`src/hw/rtl/mav_pkg.sv`:
```
package mav_pkg;

   localparam int unsigned BlockWidth = 128;
   localparam int unsigned WordWidth  = 64;
   localparam int unsigned SqnWidth   = 48;
   localparam int unsigned AmfWidth   = 16;
   localparam int unsigned CsrIdxWidth = 3;
   localparam int unsigned RoundCntWidth = 4;
   localparam logic [RoundCntWidth-1:0] LastRound = 4'd10;

   // configuration register indexes
   localparam logic [CsrIdxWidth-1:0] CSR_KEY_HI    = 3'd0;
   localparam logic [CsrIdxWidth-1:0] CSR_KEY_LO    = 3'd1;
   localparam logic [CsrIdxWidth-1:0] CSR_OP_HI     = 3'd2;
   localparam logic [CsrIdxWidth-1:0] CSR_OP_LO     = 3'd3;
   localparam logic [CsrIdxWidth-1:0] CSR_OPC_GIVEN = 3'd4;
   localparam logic [CsrIdxWidth-1:0] CSR_MILENAGE  = 3'd5;

   // Milenage output block constants c2, c3, c4
   localparam logic [7:0] C_OUT2 = 8'h01;
   localparam logic [7:0] C_OUT3 = 8'h02;
   localparam logic [7:0] C_OUT4 = 8'h04;

   typedef logic [BlockWidth-1:0] block_type;

   typedef struct packed {
      logic [WordWidth-1:0] rand_hi;
      logic [WordWidth-1:0] rand_lo;
      logic [SqnWidth-1:0]  sqn;
      logic [AmfWidth-1:0]  amf;
   } req_word_type;

   typedef struct packed {
      logic [WordWidth-1:0] mac;
      logic [WordWidth-1:0] xres_hi;
      logic [WordWidth-1:0] xres_lo;
      logic [WordWidth-1:0] ck_hi;
      logic [WordWidth-1:0] ck_lo;
      logic [WordWidth-1:0] ik_hi;
      logic [WordWidth-1:0] ik_lo;
      logic [SqnWidth-1:0]  ak;
      logic [WordWidth-1:0] autn_hi;
      logic [WordWidth-1:0] autn_lo;
   } rsp_word_type;

   typedef enum logic [2:0] {
      ST_IDLE,
      ST_LOAD,
      ST_ROUND,
      ST_STORE,
      ST_FINISH
   } state_type;

   typedef enum logic [2:0] {
      PH_OPC,
      PH_TEMP,
      PH_OUT2,
      PH_CK,
      PH_IK,
      PH_MAC
   } phase_type;

   typedef struct packed {
      logic      latch_in;
      logic      aes_load;
      logic      aes_round;
      logic      aes_last;
      logic      store;
      logic      out_load;
      phase_type phase;
   } cmd_type;

   localparam logic [7:0] SBOX_LUT [0:255] = '{
      8'h63, 8'h7c, 8'h77, 8'h7b, 8'hf2, 8'h6b, 8'h6f, 8'hc5,
      8'h30, 8'h01, 8'h67, 8'h2b, 8'hfe, 8'hd7, 8'hab, 8'h76,
      8'hca, 8'h82, 8'hc9, 8'h7d, 8'hfa, 8'h59, 8'h47, 8'hf0,
      8'had, 8'hd4, 8'ha2, 8'haf, 8'h9c, 8'ha4, 8'h72, 8'hc0,
      8'hb7, 8'hfd, 8'h93, 8'h26, 8'h36, 8'h3f, 8'hf7, 8'hcc,
      8'h34, 8'ha5, 8'he5, 8'hf1, 8'h71, 8'hd8, 8'h31, 8'h15,
      8'h04, 8'hc7, 8'h23, 8'hc3, 8'h18, 8'h96, 8'h05, 8'h9a,
      8'h07, 8'h12, 8'h80, 8'he2, 8'heb, 8'h27, 8'hb2, 8'h75,
      8'h09, 8'h83, 8'h2c, 8'h1a, 8'h1b, 8'h6e, 8'h5a, 8'ha0,
      8'h52, 8'h3b, 8'hd6, 8'hb3, 8'h29, 8'he3, 8'h2f, 8'h84,
      8'h53, 8'hd1, 8'h00, 8'hed, 8'h20, 8'hfc, 8'hb1, 8'h5b,
      8'h6a, 8'hcb, 8'hbe, 8'h39, 8'h4a, 8'h4c, 8'h58, 8'hcf,
      8'hd0, 8'hef, 8'haa, 8'hfb, 8'h43, 8'h4d, 8'h33, 8'h85,
      8'h45, 8'hf9, 8'h02, 8'h7f, 8'h50, 8'h3c, 8'h9f, 8'ha8,
      8'h51, 8'ha3, 8'h40, 8'h8f, 8'h92, 8'h9d, 8'h38, 8'hf5,
      8'hbc, 8'hb6, 8'hda, 8'h21, 8'h10, 8'hff, 8'hf3, 8'hd2,
      8'hcd, 8'h0c, 8'h13, 8'hec, 8'h5f, 8'h97, 8'h44, 8'h17,
      8'hc4, 8'ha7, 8'h7e, 8'h3d, 8'h64, 8'h5d, 8'h19, 8'h73,
      8'h60, 8'h81, 8'h4f, 8'hdc, 8'h22, 8'h2a, 8'h90, 8'h88,
      8'h46, 8'hee, 8'hb8, 8'h14, 8'hde, 8'h5e, 8'h0b, 8'hdb,
      8'he0, 8'h32, 8'h3a, 8'h0a, 8'h49, 8'h06, 8'h24, 8'h5c,
      8'hc2, 8'hd3, 8'hac, 8'h62, 8'h91, 8'h95, 8'he4, 8'h79,
      8'he7, 8'hc8, 8'h37, 8'h6d, 8'h8d, 8'hd5, 8'h4e, 8'ha9,
      8'h6c, 8'h56, 8'hf4, 8'hea, 8'h65, 8'h7a, 8'hae, 8'h08,
      8'hba, 8'h78, 8'h25, 8'h2e, 8'h1c, 8'ha6, 8'hb4, 8'hc6,
      8'he8, 8'hdd, 8'h74, 8'h1f, 8'h4b, 8'hbd, 8'h8b, 8'h8a,
      8'h70, 8'h3e, 8'hb5, 8'h66, 8'h48, 8'h03, 8'hf6, 8'h0e,
      8'h61, 8'h35, 8'h57, 8'hb9, 8'h86, 8'hc1, 8'h1d, 8'h9e,
      8'he1, 8'hf8, 8'h98, 8'h11, 8'h69, 8'hd9, 8'h8e, 8'h94,
      8'h9b, 8'h1e, 8'h87, 8'he9, 8'hce, 8'h55, 8'h28, 8'hdf,
      8'h8c, 8'ha1, 8'h89, 8'h0d, 8'hbf, 8'he6, 8'h42, 8'h68,
      8'h41, 8'h99, 8'h2d, 8'h0f, 8'hb0, 8'h54, 8'hbb, 8'h16
   };

   function automatic logic [7:0] gf_x2(input logic [7:0] v);
      return {v[6:0], 1'b0} ^ (v[7] ? 8'h1b : 8'h00);
   endfunction

   // byte i of a block sits at bits [127-8i -: 8]
   function automatic logic [7:0] byte_of(input block_type b, input int i);
      return b[BlockWidth-1-8*i -: 8];
   endfunction

   function automatic block_type key_next(input block_type rk, input logic [7:0] rcon);
      logic [7:0] k [16];
      logic [7:0] n [16];
      block_type  r;
      for (int i = 0; i < 16; i++) k[i] = byte_of(rk, i);
      n[0] = k[0] ^ SBOX_LUT[k[13]] ^ rcon;
      n[1] = k[1] ^ SBOX_LUT[k[14]];
      n[2] = k[2] ^ SBOX_LUT[k[15]];
      n[3] = k[3] ^ SBOX_LUT[k[12]];
      for (int i = 4; i < 16; i++) n[i] = k[i] ^ n[i-4];
      for (int i = 0; i < 16; i++) r[BlockWidth-1-8*i -: 8] = n[i];
      return r;
   endfunction

   // one AES round without the round key addition
   function automatic block_type aes_round(input block_type st, input logic last);
      logic [7:0] s [16];
      logic [7:0] t [16];
      logic [7:0] m [16];
      logic [7:0] all;
      block_type  r;
      for (int i = 0; i < 16; i++) s[i] = SBOX_LUT[byte_of(st, i)];
      for (int c = 0; c < 4; c++)
         for (int i = 0; i < 4; i++) t[4*c+i] = s[4*((c+i)%4)+i];
      for (int c = 0; c < 4; c++) begin
         all = t[4*c] ^ t[4*c+1] ^ t[4*c+2] ^ t[4*c+3];
         for (int i = 0; i < 4; i++)
            m[4*c+i] = t[4*c+i] ^ all ^ gf_x2(t[4*c+i] ^ t[4*c+((i+1)%4)]);
      end
      for (int i = 0; i < 16; i++) r[BlockWidth-1-8*i -: 8] = last ? t[i] : m[i];
      return r;
   endfunction

endpackage

```
`src/hw/rtl/mav_ctrl.sv`:
```
module mav_ctrl (
   input  logic             clock,
   input  logic             reset,
   input  logic             req_valid,
   output logic             req_ready,
   output logic             rsp_valid,
   input  logic             rsp_ready,
   input  logic             milenage_mode,
   input  logic             opc_given,
   output mav_pkg::cmd_type cmd
);

   mav_pkg::state_type state_ff, state_in;
   mav_pkg::phase_type phase_ff, phase_in;
   logic [mav_pkg::RoundCntWidth-1:0] cnt_ff, cnt_in;
   logic rsp_valid_ff, rsp_valid_in;

   always_ff @(posedge clock) begin
      if (reset) begin
         state_ff     <= mav_pkg::ST_IDLE;
         phase_ff     <= mav_pkg::PH_OPC;
         cnt_ff       <= '0;
         rsp_valid_ff <= 1'b0;
      end else begin
         state_ff     <= state_in;
         phase_ff     <= phase_in;
         cnt_ff       <= cnt_in;
         rsp_valid_ff <= rsp_valid_in;
      end
   end

   always_comb begin
      state_in  = state_ff;
      phase_in  = phase_ff;
      cnt_in    = cnt_ff;
      req_ready = 1'b0;
      cmd       = '0;
      cmd.phase = phase_ff;
      cmd.aes_last = (cnt_ff == mav_pkg::LastRound);
      unique case (state_ff)
         mav_pkg::ST_IDLE: begin
            req_ready = 1'b1;
            if (req_valid) begin
               cmd.latch_in = 1'b1;
               if (!milenage_mode) begin
                  state_in = mav_pkg::ST_FINISH;
               end else begin
                  state_in = mav_pkg::ST_LOAD;
                  phase_in = opc_given ? mav_pkg::PH_TEMP : mav_pkg::PH_OPC;
               end
            end
         end
         mav_pkg::ST_LOAD: begin
            cmd.aes_load = 1'b1;
            cnt_in       = 4'd1;
            state_in     = mav_pkg::ST_ROUND;
         end
         mav_pkg::ST_ROUND: begin
            cmd.aes_round = 1'b1;
            cnt_in        = cnt_ff + 4'd1;
            if (cnt_ff == mav_pkg::LastRound) state_in = mav_pkg::ST_STORE;
         end
         mav_pkg::ST_STORE: begin
            cmd.store = 1'b1;
            state_in  = mav_pkg::ST_LOAD;
            unique case (phase_ff)
               mav_pkg::PH_OPC:  phase_in = mav_pkg::PH_TEMP;
               mav_pkg::PH_TEMP: phase_in = mav_pkg::PH_OUT2;
               mav_pkg::PH_OUT2: phase_in = mav_pkg::PH_CK;
               mav_pkg::PH_CK:   phase_in = mav_pkg::PH_IK;
               mav_pkg::PH_IK:   phase_in = mav_pkg::PH_MAC;
               mav_pkg::PH_MAC:  state_in = mav_pkg::ST_FINISH;
               default:          state_in = mav_pkg::ST_FINISH;
            endcase
         end
         mav_pkg::ST_FINISH: begin
            // output register free, or being emptied this cycle
            if (!rsp_valid_ff || rsp_ready) begin
               cmd.out_load = 1'b1;
               state_in     = mav_pkg::ST_IDLE;
            end
         end
         default: state_in = mav_pkg::ST_IDLE;
      endcase
      rsp_valid_in = cmd.out_load | (rsp_valid_ff & ~rsp_ready);
   end

   assign rsp_valid = rsp_valid_ff;

endmodule

```
`config.mk`:
```
export PLATFORM = sky130hd
export DESIGN_NAME = mav_ctrl
export DESIGN_NICKNAME = d
export VERILOG_FILES = /design/src/hw/rtl/mav_pkg.sv /design/src/hw/rtl/mav_ctrl.sv
export SDC_FILE = /design/constraint.sdc
export NUM_CORES = 1
export LEC_CHECK = 0
export BUFFER_PORTS_ARGS = -buffer_cell sky130_fd_sc_hd__buf_2
export CAP_MARGIN = 20
export CELL_PAD_IN_SITES_DETAIL_PLACEMENT = 1
export CELL_PAD_IN_SITES_GLOBAL_PLACEMENT = 1
export CORE_MARGIN = 3
export CORE_UTILIZATION = 38
export CTS_CLUSTER_SIZE = 40
export DETAILED_ROUTE_END_ITERATION = 7
export PLACE_DENSITY = 0.84
export SLEW_MARGIN = 15
export SYNTH_ARGS = -nofsm -noshare
export SYNTH_HDL_FRONTEND = slang
export SYNTH_SLANG_ARGS = --single-unit
```
`constraint.sdc`:
```
create_clock -name clock -period 2.3 [get_ports clock]
set_input_delay 0.46 -clock clock [delete_from_list [all_inputs] [get_ports clock]]
set_output_delay 0.46 -clock clock [all_outputs]
set_load 0.05 [all_outputs]
```
==> results.ini <==
[run_status]
status=finished clean

[yosys]
synth_top_area_share=0.3801
ys_warn_count=0
postSynthAreaPerCell_um2=8.777
ys_ff_latch=11
syn_inst=66
ys.flop_type=dfxtp_1
synth_edf_count=0
synth_area_leader_cell=dfxtp_1
ys_top_cells_by_area=dfxtp_1 (38%), a21oi_1 (5.2%), nor2_1 (5.2%)
synthArstFlopShare=0
synthesis.nets=74
seq_area_frac_synth=0.3801
synthDistinctLibCells=30
syn-cell-area_um2=579.3

[pwr]
ir_drop_v=0.0002955
cellPowerDensity_nw_per_um2=718.3
p_leak_nw=0.3083

[global_routing]
antenna_found_initial=0
grt_max_degree=11
grt_pass1_wl_mm=2.318
grt.total_usage=0.1586
grt_pass1_vias=522
grt_overflow=0

[critical_path]
cp.required_ps=1840
path_buf_inv=1
arrival_ps=1530
ff2ff_setup_slack_ps=840
cp.depth=2
crit_path_end_kind=output port
path_delay_family=simple AND/OR/NAND/NOR gates
critPathKind=register to output port
start_kind=register
crit_slowest_cell=nor3b_2
crit_path_max_incr_delay_ps=490
rr_startpoint=state_ff[2]$_SDFFE_PP0P_
ff2ff_path_depth=4
worstPathCellList=nor3b_2 -> buf_2
crit_fanout=9
r2r_end=phase_ff[0]$_SDFFE_PP0P_

[clock_network]
cts.repair.resized=0
clk_pin_slew_ps=70
clk_path_buf_depth=2
cts_setup_buffers=0
postCtsHoldBufs=0
htree_num_levels=1
cts.sinks=11
cts_tree=done
cts_root_buffer=clkbuf_4
numCtsBuffers=3
clk_latency_ps=260

[detailed_routing]
antenna_left=0
vias_per_cell=5.192
wire_per_inst_um=13.20
drc=0
drt_iter0_drc=3
vias=514
wl_mm=1.307
drt_first_pass_iters=4

[hold_path]
hold_end=phase_ff[0]$_SDFFE_PP0P_
min_from=reset
min_path_cells=2
hold_path.class=input pin to register

[die]
io_pins=17
die_w_um=45.05
die_area_um2=2029
start_util=0.4240
fp.coreArea_um2=1366
rows=13
die_h_um=45.05

[timing]
slew_violations=0
hold_viol=0
post-route-period-util=0.8658
skew_ps=2.052
max_freq_mhz=502.1
fin_setup_tns_ps=0
rsz0062_at_grt=no
fin_ws_ps=308.5
post-route-min-period_ps=1991
setup_viol=0
worstMarginPinSlew_ps=507.3
slew_headroom=0.6603

[final_layout]
final_cells=99
final_cell_mix=buf_2 (16), dfxtp_1 (11), nor2_1 (8)
area_growth_pct=18.36
diodes=0
layout-drive-gt1-share=0.2976
nets=93
layout_commonest_cell=buf_2

[place]
gp_congestion=0.7025
dp_hpwl_mm=1.026
place_inst=95
post-place-ws_ps=602.1
portBuffers=16

[run]
maxCapViolCount=0

-- registers in the layout, indices dropped and copies added, names as in the netlist --
name / cells
rsp_valid: 1
phase_ff: 3
state_ff: 3
cnt_ff: 4
-- where the power goes --
part | switching, mW | leakage, nW | internal (mW) | total, mW
clock network | 0.0594 | 0.0150 | 0.0670 | 0.126
registers | 0.0193 | 0.0893 | 0.203 | 0.222
logic | 0.101 | 0.204 | 0.0432 | 0.144
total | 0.179 | 0.308 | 0.313 | 0.492
-- synth_stat cells, types with 2 or more instances --
master	count
a211oi_1	2
dfxtp_1	11
nor2_1	8
nand3_1	2
ha_1	2
nand3b_1	3
nand2_1	4
buf_6	2
a21oi_1	6
nand2b_1	2
inv_1	4
mux2i_1	2
-- metal layers --
layer  up-vias  track usage  routed length [um]
met2        11       0.2316                 587
li1        271            -                   -
met5         -            0                   0
met3         2      0.05976                  64
met4         0      0.05263                   9
met1       230       0.2136                 646
-- layout make-up --
class | count | area, um^2
well taps | 15 | 18.77
repair buffers | 17 | 87.58
inverters | 4 | 15.01
clock buffers | 4 | 26.28
fillers | 180 | 680.7
multi-input cells | 48 | 317.8
flip-flops and latches | 11 | 220.2
-- worst register-to-register path: stages, from the launching register on --
cell and delay, ps:
dfxtp_1 520, and3b_1 270, and3b_4 220, a211o_1 280
a21oi_2 120
-- kinds of logic after synthesis --
kind of cell	count (synthesis)	synth area share
compound gates	15	0.1728
simple gates	29	0.2981
flops	11	0.3801
buf+inv	7	0.07126
mux	2	0.03456
fa+ha+maj	2	0.04319
-- how the worst max path moves through the flow --
stage                                   from                endpoint  slack [ps]
global route        state_ff[1]$_SDFFE_PP0P_                  cmd[6]         180
finish              state_ff[1]$_SDFFE_PP0P_                  cmd[6]         310
floorplan           state_ff[0]$_SDFFE_PP0P_  cnt_ff[1]$_SDFFE_PP0N_          30
detailed placement  state_ff[1]$_SDFFE_PP0P_                  cmd[6]         600
global placement    state_ff[1]$_SDFFE_PP0P_                  cmd[6]         650
CTS                 state_ff[1]$_SDFFE_PP0P_                  cmd[6]         310
-- stage by stage --
stage	power, mW	instance area (um^2)	hold WS (ps)	utilization
after floorplan	0.3380	579.3	447.8	-
after global placement	0.3671	659.4	489.1	0.4826
after detailed placement	0.3714	659.4	494.9	0.4826
after CTS	0.5002	685.7	490.4	0.5018
after global routing	0.5234	685.7	492.6	0.5018
final	0.4925	685.7	490.6	0.5018
Note: power is estimated with default switching activity, not from simulation.
